File: src/design/rspd_pkg.sv
// Package for the run segment pattern detector: request types, class codes,
// pattern matcher step and configuration port constants.
// No dependencies.
`timescale 1ns / 1ps

package rspd_pkg;

  localparam int MAX_ROW_PIXELS_DEF = 4096;

  // Pattern matcher
  localparam int PAT_LEN = 5;
  localparam int MP_W    = 3;

  // Class codes
  localparam logic [1:0] CLS_OTHER = 2'd0;
  localparam logic [1:0] CLS_BLACK = 2'd1;
  localparam logic [1:0] CLS_GRAY  = 2'd2;
  localparam logic [1:0] CLS_WHITE = 2'd3;

  localparam logic [7:0] PIX_BLACK = 8'd0;
  localparam logic [7:0] PIX_GRAY  = 8'd128;
  localparam logic [7:0] PIX_WHITE = 8'd255;

  // Configuration port
  localparam int CFG_ADDR_W = 5;
  localparam int CFG_DATA_W = 32;
  localparam int CFG_IDX_W  = 3;

  // Output queue
  localparam int FQ_DEPTH = 4;
  localparam int FQ_PTR_W = 2;
  localparam int FQ_CNT_W = 3;

  typedef logic [PAT_LEN-1:0][1:0] pattern_t;

  typedef struct packed {
    logic [7:0] pixel;
    logic       row_end;
  } in_item_t;

  typedef struct packed {
    logic [12:0] segment_number;
    logic [1:0]  color_class;
    logic [12:0] run_length;
    logic [11:0] midpoint;
    logic        pattern_found;
    logic        last_result;
  } out_item_t;

  typedef struct packed {
    logic [MP_W-1:0] mp;
    logic            found;
  } match_t;

  // Results handed from the run tracker to the output queue
  typedef struct packed {
    logic [1:0]           cnt;
    out_item_t [1:0]      res;
  } rspd_push_t;

  localparam pattern_t PATTERN_RST = {2'd1, 2'd3, 2'd2, 2'd3, 2'd1};

  function automatic logic [1:0] class_of(logic [7:0] v);
    logic [1:0] c;
    c = CLS_OTHER;
    if (v == PIX_BLACK) c = CLS_BLACK;
    else if (v == PIX_GRAY) c = CLS_GRAY;
    else if (v == PIX_WHITE) c = CLS_WHITE;
    return c;
  endfunction

  // One matcher step; restart compares against the first entry only
  function automatic match_t match_step(match_t cur, pattern_t pat, logic [1:0] cls);
    logic [MP_W-1:0] mp;
    match_t          res;
    mp = (cur.mp >= MP_W'(PAT_LEN)) ? '0 : cur.mp;
    res.found = cur.found;
    if (pat[mp] == cls) begin
      if (mp == MP_W'(PAT_LEN - 1)) begin
        res.found = 1'b1;
        res.mp    = '0;
      end else begin
        res.mp = MP_W'(mp + MP_W'(1));
      end
    end else begin
      res.mp = (pat[0] == cls) ? MP_W'(1) : '0;
    end
    return res;
  endfunction

endpackage

File: src/design/rspd_core.sv
// Run tracker: row state, run closing, midpoint and pattern matching.
// Produces up to two results per accepted request. Depends on rspd_pkg.
`timescale 1ns / 1ps

module rspd_core #(
  parameter int MAX_ROW_PIXELS = rspd_pkg::MAX_ROW_PIXELS_DEF
) (
  input  logic                clk,
  input  logic                rst_n,
  input  logic                acc,
  input  rspd_pkg::in_item_t  in_item,
  input  rspd_pkg::pattern_t  pattern,
  output rspd_pkg::rspd_push_t push
);
  import rspd_pkg::*;

  localparam int POS_W = (MAX_ROW_PIXELS > 2) ? $clog2(MAX_ROW_PIXELS) : 1;
  localparam int CNT_W = $clog2(MAX_ROW_PIXELS + 1);
  localparam int SUM_W = CNT_W + 1;

  logic [7:0]       prev_r, prev_nxt;
  logic [CNT_W-1:0] run_len_r, run_len_nxt;
  logic [POS_W-1:0] pos_r, pos_nxt;
  logic [CNT_W-1:0] seg_r, seg_nxt;
  match_t           match_r, match_nxt;

  logic             change, last;
  logic [CNT_W-1:0] len2, seg1, seg2;
  logic [1:0]       cls1, cls2;
  match_t           m1, m2;
  logic [SUM_W-1:0] start1, end1, start2, end2, sum1, sum2;
  out_item_t        r1, r2;

  always_comb begin
    change = (run_len_r != '0) && (in_item.pixel != prev_r);
    last   = in_item.row_end || (pos_r == POS_W'(MAX_ROW_PIXELS - 1));

    // Old run, closed by a value change
    cls1   = class_of(prev_r);
    seg1   = CNT_W'(seg_r + CNT_W'(1));
    m1     = match_step(match_r, pattern, cls1);
    end1   = SUM_W'(pos_r) - SUM_W'(1);
    start1 = SUM_W'(pos_r) - SUM_W'(run_len_r);
    sum1   = SUM_W'(start1 + end1);

    // Run holding the current pixel, closed at row end
    len2   = change ? CNT_W'(1) : CNT_W'(run_len_r + CNT_W'(1));
    cls2   = class_of(in_item.pixel);
    seg2   = change ? CNT_W'(seg1 + CNT_W'(1)) : seg1;
    m2     = match_step(change ? m1 : match_r, pattern, cls2);
    end2   = SUM_W'(pos_r);
    start2 = SUM_W'(SUM_W'(pos_r) + SUM_W'(1) - SUM_W'(len2));
    sum2   = SUM_W'(start2 + end2);

    r1.segment_number = 13'(seg1);
    r1.color_class    = cls1;
    r1.run_length     = 13'(run_len_r);
    r1.midpoint       = 12'(sum1 >> 1);
    r1.pattern_found  = m1.found;
    r1.last_result    = !last;

    r2.segment_number = 13'(seg2);
    r2.color_class    = cls2;
    r2.run_length     = 13'(len2);
    r2.midpoint       = 12'(sum2 >> 1);
    r2.pattern_found  = m2.found;
    r2.last_result    = 1'b1;

    // Slot 0 carries the first result of the request
    push.res[0] = change ? r1 : r2;
    push.res[1] = r2;
    push.cnt    = '0;
    if (acc) push.cnt = 2'(change) + 2'(last);
  end

  always_comb begin
    prev_nxt    = prev_r;
    run_len_nxt = run_len_r;
    pos_nxt     = pos_r;
    seg_nxt     = seg_r;
    match_nxt   = match_r;
    if (acc) begin
      if (last) begin
        prev_nxt    = '0;
        run_len_nxt = '0;
        pos_nxt     = '0;
        seg_nxt     = '0;
        match_nxt   = '0;
      end else begin
        prev_nxt    = in_item.pixel;
        run_len_nxt = len2;
        pos_nxt     = POS_W'(pos_r + POS_W'(1));
        seg_nxt     = change ? seg1 : seg_r;
        match_nxt   = change ? m1 : match_r;
      end
    end
  end

  always_ff @(posedge clk) begin
    if (!rst_n) begin
      prev_r    <= '0;
      run_len_r <= '0;
      pos_r     <= '0;
      seg_r     <= '0;
      match_r   <= '0;
    end else begin
      prev_r    <= prev_nxt;
      run_len_r <= run_len_nxt;
      pos_r     <= pos_nxt;
      seg_r     <= seg_nxt;
      match_r   <= match_nxt;
    end
  end

  // Row end wipes all row state
  a_row_clear: assert property (@(posedge clk) disable iff (!rst_n)
    acc && in_item.row_end |=> run_len_r == '0 && seg_r == '0 && !match_r.found)
    else $error("row state not cleared after row end");

  // A live run always has a length bounded by the position
  a_run_bound: assert property (@(posedge clk) disable iff (!rst_n)
    SUM_W'(run_len_r) <= SUM_W'(pos_r))
    else $error("run length exceeds row position");

  // Found flag drops only at the end of a row
  a_found_sticky: assert property (@(posedge clk) disable iff (!rst_n)
    $fell(match_r.found) |-> $past(acc) && $past(last))
    else $error("found flag dropped mid row");

endmodule

File: src/design/run_segment_pattern_detector.sv
// Top level of the run segment pattern detector: pattern registers on the
// APB-style port, run tracker and a four-entry result queue.
// Depends on rspd_pkg and rspd_core.
`timescale 1ns / 1ps

// One pixel request is taken per clock while in_stall is low. Runs of equal
// pixel value are closed on a value change or at the row's last pixel
// (row_end, or the pixel at index MAX_ROW_PIXELS-1), and each closed run
// leaves one result with its number, class, length, midpoint and the sticky
// pattern-found flag; a pixel that both changes value and ends the row
// leaves two results, the older run first. Results go through a four-entry
// queue: a request is taken at any edge where at least two entries are free,
// so a row flows at one pixel per cycle while results drain, and the queue
// drains one result per cycle while out_stall is low. in_stall is high while
// the queue holds three or more results; that happens when the consumer
// holds out_stall, or when pixels that leave two results arrive faster than
// one result per cycle drains. out_valid rises in the cycle after acceptance
// when the queue is empty. Pattern registers live at byte addresses 0,4,..,16
// and should be written only while the block is idle.
module run_segment_pattern_detector #(
  parameter int MAX_ROW_PIXELS = rspd_pkg::MAX_ROW_PIXELS_DEF
) (
  input  logic                                clk,
  input  logic                                rst_n,
  // Pixel requests
  input  logic                                in_valid,
  output logic                                in_stall,
  input  rspd_pkg::in_item_t                  in_data,
  // Results
  output logic                                out_valid,
  input  logic                                out_stall,
  output rspd_pkg::out_item_t                 out_data,
  // Configuration
  input  logic                                cfg_psel,
  input  logic                                cfg_penable,
  input  logic                                cfg_pwrite,
  input  logic [rspd_pkg::CFG_ADDR_W-1:0]     cfg_paddr,
  input  logic [rspd_pkg::CFG_DATA_W-1:0]     cfg_pwdata,
  output logic [rspd_pkg::CFG_DATA_W-1:0]     cfg_prdata,
  output logic                                cfg_pready
);
  import rspd_pkg::*;

  // ---------------- configuration registers ----------------
  pattern_t             pat_r, pat_nxt;
  logic [CFG_IDX_W-1:0] cfg_idx;
  logic                 cfg_wr;

  assign cfg_pready = 1'b1;
  assign cfg_idx    = cfg_paddr[CFG_IDX_W+1:2];
  assign cfg_wr     = cfg_psel && cfg_penable && cfg_pwrite && cfg_pready;

  always_comb begin
    pat_nxt = pat_r;
    if (cfg_wr && (cfg_idx < CFG_IDX_W'(PAT_LEN))) pat_nxt[cfg_idx] = cfg_pwdata[1:0];
  end

  always_comb begin
    cfg_prdata = '0;
    if (cfg_idx < CFG_IDX_W'(PAT_LEN)) cfg_prdata = CFG_DATA_W'(pat_r[cfg_idx]);
  end

  always_ff @(posedge clk) begin
    if (!rst_n) pat_r <= PATTERN_RST;
    else        pat_r <= pat_nxt;
  end

  // ---------------- run tracker ----------------
  logic       in_acc;
  rspd_push_t push;

  assign in_acc = in_valid && !in_stall;

  rspd_core #(
    .MAX_ROW_PIXELS(MAX_ROW_PIXELS)
  ) u_core (
    .clk    (clk),
    .rst_n  (rst_n),
    .acc    (in_acc),
    .in_item(in_data),
    .pattern(pat_r),
    .push   (push)
  );

  // ---------------- result queue ----------------
  out_item_t           fq_mem [FQ_DEPTH];
  logic [FQ_PTR_W-1:0] wr_ptr_r, wr_ptr_nxt, rd_ptr_r, rd_ptr_nxt;
  logic [FQ_CNT_W-1:0] cnt_r, cnt_nxt;
  logic                pop;

  assign out_valid = (cnt_r != '0);
  assign out_data  = fq_mem[rd_ptr_r];
  assign pop       = out_valid && !out_stall;
  // room for two results is needed before taking a pixel
  assign in_stall  = (cnt_r > FQ_CNT_W'(FQ_DEPTH - 2));

  always_comb begin
    wr_ptr_nxt = FQ_PTR_W'(wr_ptr_r + FQ_PTR_W'(push.cnt));
    rd_ptr_nxt = FQ_PTR_W'(rd_ptr_r + FQ_PTR_W'(pop));
    cnt_nxt    = FQ_CNT_W'(cnt_r + FQ_CNT_W'(push.cnt) - FQ_CNT_W'(pop));
  end

  always_ff @(posedge clk) begin
    if (push.cnt != 2'd0) fq_mem[wr_ptr_r] <= push.res[0];
    if (push.cnt == 2'd2) fq_mem[FQ_PTR_W'(wr_ptr_r + FQ_PTR_W'(1))] <= push.res[1];
  end

  always_ff @(posedge clk) begin
    if (!rst_n) begin
      wr_ptr_r <= '0;
      rd_ptr_r <= '0;
      cnt_r    <= '0;
    end else begin
      wr_ptr_r <= wr_ptr_nxt;
      rd_ptr_r <= rd_ptr_nxt;
      cnt_r    <= cnt_nxt;
    end
  end

  // Queue never overflows
  a_fq_bound: assert property (@(posedge clk) disable iff (!rst_n)
    cnt_r <= FQ_CNT_W'(FQ_DEPTH))
    else $error("result queue overflow");

  // Occupancy matches the pointer distance
  a_fq_ptr: assert property (@(posedge clk) disable iff (!rst_n)
    (cnt_r == FQ_CNT_W'(FQ_DEPTH)) || (FQ_PTR_W'(wr_ptr_r - rd_ptr_r) == FQ_PTR_W'(cnt_r)))
    else $error("queue pointers disagree with count");

  // A request that ends a row always leaves a final result behind
  a_row_end_push: assert property (@(posedge clk) disable iff (!rst_n)
    in_acc && in_data.row_end |-> push.cnt != 2'd0 &&
      ((push.cnt == 2'd1 && push.res[0].last_result) ||
       (push.cnt == 2'd2 && push.res[1].last_result && !push.res[0].last_result)))
    else $error("row end without final result");

endmodule

File: config.mk
export PLATFORM = sky130hd
export DESIGN_NAME = run_segment_pattern_detector
export DESIGN_NICKNAME = d
export VERILOG_FILES = /design/src/design/rspd_pkg.sv /design/src/design/rspd_core.sv /design/src/design/run_segment_pattern_detector.sv
export SDC_FILE = /design/constraint.sdc
export NUM_CORES = 1
export LEC_CHECK = 0
export BUFFER_PORTS_ARGS = -buffer_cell sky130_fd_sc_hd__buf_2
export CAP_MARGIN = 40
export CORE_ASPECT_RATIO = 1.1
export CORE_UTILIZATION = 30
export DETAILED_ROUTE_END_ITERATION = 10
export HOLD_SLACK_MARGIN = 0.06
export PLACE_DENSITY_LB_ADDON = 0.2
export SYNTH_ARGS = -nofsm -noshare
export SYNTH_HDL_FRONTEND = slang
export SYNTH_HIERARCHICAL = 1
export SYNTH_SLANG_ARGS = --single-unit
File: constraint.sdc
create_clock -name clk -period 18.8 [get_ports clk]
set_clock_uncertainty 0.15 [all_clocks]
set_input_delay 4.7 -clock clk [delete_from_list [all_inputs] [get_ports clk]]
set_output_delay 4.7 -clock clk [all_outputs]
set_load 0.05 [all_outputs]
**Word-level counts from Yosys, hierarchy flattened**

Memories as Yosys holds them, arrays and structs flattened. A register that Yosys moved wholly into a read port is not among the register bits.
Index checks and enable logic that the tools add are counted.

- $add $sub $neg: 17
- $lt $le $gt $ge: 8
- Eq/ne operators: 12
- Mux-type cells: 41
- Reduce and logical (&&, ||, !) cells: 18

Operator list:

| kind | number |
|---|---|
| 13-bit two-way mux | 5 |
| 42-bit two-way mux | 1 |
| 13-bit by 1-bit adder with 13-bit output, second input constant | 3 |
| 8-bit equality test, second input constant | 4 |
| 2-bit two-way mux | 13 |
| 2-bit binary-select mux with 3-bit select | 3 |
| 8-bit logical NOT | 2 |
| 12-bit by 1-bit adder with 13-bit output, second input constant | 1 |
| 13-bit by 12-bit adder with 13-bit output | 1 |
| 13-bit adder | 1 |
| 13-bit nonzero test | 1 |
| 12-bit by 1-bit subtractor with 13-bit output, second input constant | 1 |
| 12-bit by 13-bit subtractor with 13-bit output | 1 |
| 13-bit subtractor | 1 |
| 12-bit by 1-bit adder with 12-bit output, second input constant | 1 |
| 12-bit equality test, second input constant | 1 |
| 3-bit by 4-bit < comparator with 1-bit output, second input constant | 3 |
| 12-bit two-way mux | 1 |
| 3-bit two-way mux | 4 |
| 10-bit bitwise mux | 1 |
| 1-bit two-way mux | 9 |
| 4-bit two-way mux | 2 |
| 8-bit two-way mux | 1 |
| 8-bit != test | 1 |
| other kinds (21) | 34 |

- Register bits: 67
- RAM bits: 168
- Input port bits: 53
- Output and inout bits: 77
- Word-level logic and storage cells: 111
- Memories kept: 1

Memories:

| name | words | bits a word | read ports | clocked after Yosys merged registers in | wr ports | line | text |
|---|---|---|---|---|---|---|---|
| fq_mem | 4 | 42 | 1 | 1 | 2 | run_segment_pattern_detector.sv:86 | `out_item_t fq_mem [FQ_DEPTH];` |

**Depth between registers and ports, before layout**

Gate-level depths: netlist of run 1.

- Depth after elaboration: 15
- Mapped depth: 19

**By module**

Netlist of run 1, hierarchy kept.

By module, submodules not included:

| module | instances | cells each | area an instance (um2) | seq. area each (um2) |
|---|---|---|---|---|
| run_segment_pattern_detector | 1 | 552 | 9,456.6 | 5,385.2 |
| rspd_core | 1 | 634 | 4,798.4 | 1,001.0 |

**Worst setup path after synthesis of run 1**

Ideal clock, no wire load.

- Path kind: input port to output port
- Start point: in cfg_paddr[2] in the netlist's numbering
- End point: out cfg_prdata[0] in the netlist's numbering
- Data arrival time: 5.694 ns
- Required time: 13.950 ns
- Setup slack: 8.256 ns
- Stages: 4
- Cells stage by stage: clkbuf_1 nor2b_1 o2bb2ai_1 o21a_1

- Word-level cells in the longest chain between the ends: 3
- Elaborated cells on any way between the ends: 4

Ends and longest elaborated chain:

| what | line | text |
|---|---|---|
| start: declaration | run_segment_pattern_detector.sv:37 | `input logic [rspd_pkg::CFG_ADDR_W-1:0] cfg_paddr,` |
| 2-bit binary-select mux with 3-bit select | run_segment_pattern_detector.sv:60 | `if (cfg_idx < CFG_IDX_W'(PAT_LEN)) cfg_prdata = CFG_DATA_W'(pat_r[cfg_idx]);` |
| 2-bit two-way mux (implied by the code) | run_segment_pattern_detector.sv:60 |  |
| 2-bit two-way mux * | run_segment_pattern_detector.sv:60 |  |
| end: declaration | run_segment_pattern_detector.sv:39 | `output logic [rspd_pkg::CFG_DATA_W-1:0] cfg_prdata,` |

Mark *: on every way between the ends. The rest lies on a longest branch, timed or not. The select of a mux whose other input is x is not followed.

**Worst setup path after layout of run 1**

Same ends and word-level chain as after synthesis.

==> results.cfg, run 1 <==
[cells_and_area]
multiInputGateArea_mm2 = 0.00720
stdcell_area_mm2 = 0.0159
finalNetCount = 1334
drive_gt1_share_pct = 27.2
nFillCells = 4687
final_util_pct = 33.9
diodes = 0
synthToLayoutAreaGrowth_pct = 11.3
seq_area_mm2 = 0.00639

[min_path]
hold_class = flop to flop

[floorplanning]
dieArea_mm2 = 0.0484
initial_core_util_pct = 30.4
die_width_um = 210
core_mm2 = 0.0468
die_y_um = 231
ios = 130
rows = 83

[logic_synthesis]
synth.cell_area_mm2 = 0.0143
ys_warn_count = 6
synth_cell_types = 79
synth-edff-count = 168
synth_area_leaders = edfxtp_1 35%, dfxtp_1 9.4%, mux2_2 9.2%
synth-simple-area-share_pct = 11.3
ys.flop_type = edfxtp_1
synthArstFlopShare_pct = 0
ys_seq_elements = 235
synth_top_family_by_area = multiplexers
synth_top_area_share_pct = 35.4
muxShareOfSynthArea_pct = 21.9
synth-xor-area-share_pct = 5.15
synth.yosys.seq_area_share_pct = 44.8
yosysTopAreaCell = edfxtp_1
avgSynthCellArea_um2 = 12.0
synth_adder_area_share_pct = 4.46
synth-compound-area-share_pct = 6.63
synthCells = 1186

[clocking]
clock_path_buffers = 3
clkTransAtPathRegs_ps = 60
cts_tree = yes
cts.htree.levels = 1
cts.sinks = 235
holdBufCountCts = 0
postCtsSetupBuffers = 0
root_buffer = clkbuf_16
cts.repair.resized = 0
clkLatencyLatePin_ps = 540
cts_buffers = 27

[grt]
antenna_found_initial = 0
overflow = 0
gr-usage-met1_pct = 19.2
grtUsageMet3_pct = 1.70
gr-max-usage-layer = met2
grt.total_usage_pct = 14.4
grt_pass1_wl_um = 54400
grt_pass1_vias = 9212
grt_max_degree = 62
grt_use_met2_pct = 24.8

[placed_design]
port_buffers = 66
gp_congestion = 0.770
hpwl_um = 22700
post_dp_cell_area_mm2 = 0.0151

[setup_path]
critical_path_class = primary input to primary output
arrival_ps = 5670
cp-start-kind = primary input
crit_fanout = 8
end_kind = primary output
cp.required_ps = 13950

[timing]
setup_viol = 0
finalSetupTns_ps = 0
fmax_mhz = 95.0
timing.final.crit_share_pct = 56.0
drv_slew = 0
rsz0062_at_grt = no
relSlewSlack_pct = 43.9
tightest_slew_ps = 836
finalHoldViolCount = 0
finalCriticalPeriod_ps = 10520

[pwr]
total_power_w = 0.00163
power_leakage_nw = 5.84
peakVddDrop_uv = 50.7
p_per_area_mw_per_mm2 = 103

[drt]
drtPass1Iterations = 5
avgRoutedWirePerCell_um = 18.4
wl_um = 34800
via_per_inst = 4.80
drt_iter0_markers = 457
num_vias = 9071
ant_nets = 0
drc = 0

[run]
maxCapViolCount = 0

[status]
status = complete, no violations
-- per-layer routing --
metal  wire length (um)  share of wire, %
met1              16100                46
met2              17100                49
met3               1170               3.4
met4                521               1.5
met5                  0                 0
-- power by group --
group,internal [W],total [W],switching (W)
Sequential,0.000608,0.000630,0.0000217
Clock,0.000282,0.000495,0.000213
Combinational,0.000173,0.000506,0.000334
-- final cells by class --
cell class	count	area share [%]
multi-input combinational	832	45.4
sequential	235	40.3
tap	637	5.02
clock buffer	39	4.61
timing repair buffer	82	2.97
inverter	54	1.28
clock inverter	10	0.497
-- final timing paths --
path,startpoint,depth (start not counted),to,slack [ps]
min,pat_r[4],2,pat_r[4],340
min reg2reg,pat_r[4],2,pat_r[4],340
max,cfg_paddr[2],5,cfg_prdata[0],8280
max reg2reg,u_core/prev_r[7],18,fq_mem[3][13],13120
-- state kept, by name (all words and copies together), names as in the netlist --
signal	cells
cnt_r	3
fq_mem	168
pat_r	10
rd_ptr_r	2
u_core/match_r	4
u_core/pos_r	12
u_core/prev_r	8
u_core/run_len_r	13
u_core/seg_r	13
wr_ptr_r	2
-- worst max-delay path, stage by stage --
cell and delay, ps:
buf_2 190, nor2b_1 230, o2bb2ai_1 160, o21a_1 130, buf_2 250
-- cell usage after synthesis, types with 23 or more instances --
library cell and n:
edfxtp_1 168, mux2_2 116, nand2_1 77, dfxtp_1 67
nor2_1 55, inv_1 51, xnor2_1 50, ha_1 46
mux4_2 42, buf_4 38, xor2_1 32, mux2_4 31
nand3_1 28, a21oi_1 27, mux2_1 26, o21ai_0 26
and2_1 23
-- through the flow --
stage | hold slack (ps) | setup slack (ps) | cells
after floorplan | 295 | 8260 | 1215
after global placement | 332 | 8280 | 1838
after detailed placement | 330 | 8290 | 1840
after CTS | 345 | 8280 | 1889
after global routing | 364 | 8240 | 1889
final | 336 | 8280 | 1889
-- cells in the final DEF (no fill, tap or decap), types with 42 or more instances in the layout --
cell,instances
edfxtp_1,168
mux2_2,116
nand2_1,77
buf_2,66
dfxtp_1,65
nor2_1,53
inv_1,51
xnor2_1,50
ha_1,46
mux4_2,42
-- cell families (layout without fill, tap and decap cells) --
family	count (synthesis)	after routing
AOI/OAI and AO/OA	139	139
xor gates and xnor gates	83	83
adders and majority gates	49	49
buffers and inverters	148	185
DFF	235	235
muxes	226	226
other	3	32
and+or+nand+nor	303	303
Note: power is estimated with default switching activity, not from simulation.
==> run 2: changes to the inputs <==
==> constraint.sdc (replaced) <==
create_clock -name clk -period 10.8 [get_ports clk]
set_clock_uncertainty 0.15 [all_clocks]
set_input_delay 2.7 -clock clk [delete_from_list [all_inputs] [get_ports clk]]
set_output_delay 2.7 -clock clk [all_outputs]
set_load 0.05 [all_outputs]
==> results.cfg, run 2 (same netlist as run 1, synthesis figures left out) <==
[grt]
grt_pass1_vias = 9500
grt_use_met2_pct = 25.5
gr-usage-met1_pct = 19.4
grt.total_usage_pct = 14.7
gr-max-usage-layer = met2
grt_max_degree = 62
overflow = 0
grt_pass1_wl_um = 55400
grtUsageMet3_pct = 1.81
antenna_found_initial = 0

[clocking]
clkLatencyLatePin_ps = 560
cts_buffers = 27
postCtsSetupBuffers = 0
clkTransAtPathRegs_ps = 60
holdBufCountCts = 0
clock_path_buffers = 3
cts.repair.resized = 0
cts.htree.levels = 1
cts_tree = yes
root_buffer = clkbuf_16
cts.sinks = 235

[floorplanning]
die_width_um = 210
initial_core_util_pct = 30.4
die_y_um = 231
rows = 83
ios = 130
core_mm2 = 0.0468
dieArea_mm2 = 0.0484

[run]
maxCapViolCount = 0

[status]
status = complete, no violations

[cells_and_area]
drive_gt1_share_pct = 27.8
reg_top3 = fq_mem: 168 flops, u_core/run_len_r: 13 flops, u_core/seg_r: 13 flops
synthToLayoutAreaGrowth_pct = 12.2
final_common_cell = edfxtp_1
max_flop_register = fq_mem
most-common-layout-cells = 168 x edfxtp_1, 116 x mux2_2, 77 x nand2_1, 66 x buf_2, 65 x dfxtp_1
largest_register_ffs = 168
finalNetCount = 1334
diodes = 0
final_cells = 1890

[setup_path]
critPathSlowestCell = nand2_2
cp-start-kind = primary input
crit_fanout = 37
arrival_ps = 7560
cpPeakStageDelay_ps = 580
cp.required_ps = 10940
critical_path_class = primary input to flop
crit_chain = buf_2, xor2_1, nor4_1, nand2_2, nand2_2, inv_2, buf_4, nor2_1, inv_1, ha_1, ha_1, a21oi_1, o21ai_0, o41ai_1, o21ai_0, xnor2_1, mux2_2, mux2_1
end_kind = flop

[timing]
drv_slew = 0
relSlewSlack_pct = 43.2
tightest_slew_ps = 846
fmax_mhz = 135
worst_slack_ps = 3380
finalSetupTns_ps = 0
finalHoldViolCount = 0
setup_viol = 0
rsz0062_at_grt = no
timing.final.crit_share_pct = 68.7
finalCriticalPeriod_ps = 7420

[pwr]
p_per_area_mw_per_mm2 = 185
peakVddDrop_uv = 82.7
power_leakage_nw = 5.92

[drt]
drc = 0
drtPass1Iterations = 5
drt_iter0_markers = 520
wl_um = 35100
via_per_inst = 4.82
ant_nets = 0
avgRoutedWirePerCell_um = 18.6
num_vias = 9114

[placed_design]
dp_cells = 1840
dp_slack_ps = 2830
gp_congestion = 0.795
port_buffers = 66
hpwl_um = 23300

[min_path]
hold_class = flop to flop
==> run 2: cell types whose count changed in the layout (fill, tap and decap cells not counted), sizes merged <==
| cell | previous run | this run |
|---|---|---|
| bufinv | 1 | 6 |
| clkinvlp | 1 | 2 |
| clkinv | 9 | 12 |
| inv | 53 | 54 |
| clkbuf | 39 | 30 |
==> run 2: stage by stage <==
stage / hold slack, ps / util (%) / total power, W / instance area [um2]
finish: 341 / 34.2 / 0.00296 / 16000
global route: 356 / 34.2 / 0.00310 / 16000
CTS: 354 / 34.2 / 0.00301 / 16000
detailed placement: 345 / 32.1 / 0.00201 / 15100
global placement: 334 / 32.1 / 0.00200 / 15000
floorplan: 295 / - / 0.00180 / 14400
==> run 2: final cells by class <==
cell class	count	area [um2]
Inverter	54	203
Clock inverter	20	253
Tap cell	637	797
Clock buffer	30	687
Timing Repair Buffer	82	470
Fill cell	4691	30800
Sequential cell	235	6390
Multi-Input combinational cell	832	7200
==> run 2: final timing paths <==
kind	from	endpoint	slack, ps	cells past startpoint
worst max-delay path	in_data[5]	fq_mem[3][13]	3380	18
worst min-delay path	pat_r[4]	pat_r[4]	340	2
worst max register to register	u_core/prev_r[7]	fq_mem[3][13]	5250	17
worst min register to register	pat_r[4]	pat_r[4]	340	2
==> run 2: critical path: cells and delay by family <==
kind                     cells  cell delay, ps
AO/OA/AOI/OAI                4            1060
XOR/XNOR                     2             390
buffers and inverters        4             660
AND/OR/NAND/NOR              4            1430
multiplexers                 2             620
adder cells (fa/ha/maj)      2             660
==> run 2: power by group <==
| group | switching, W | internal, W |
|---|---|---|
| Sequential | 0.0000432 | 0.00106 |
| Clock | 0.000385 | 0.000601 |
| Combinational | 0.000576 | 0.000301 |
==> run 2: routing by layer <==
metal  wire, um  share of wire (%)  vias up
li1           -                  -     4442
met2      17200                 49      144
met1      16200                 46     4494
met4        542                1.5        0
met5          0                  0        -
met3       1170                3.3       34
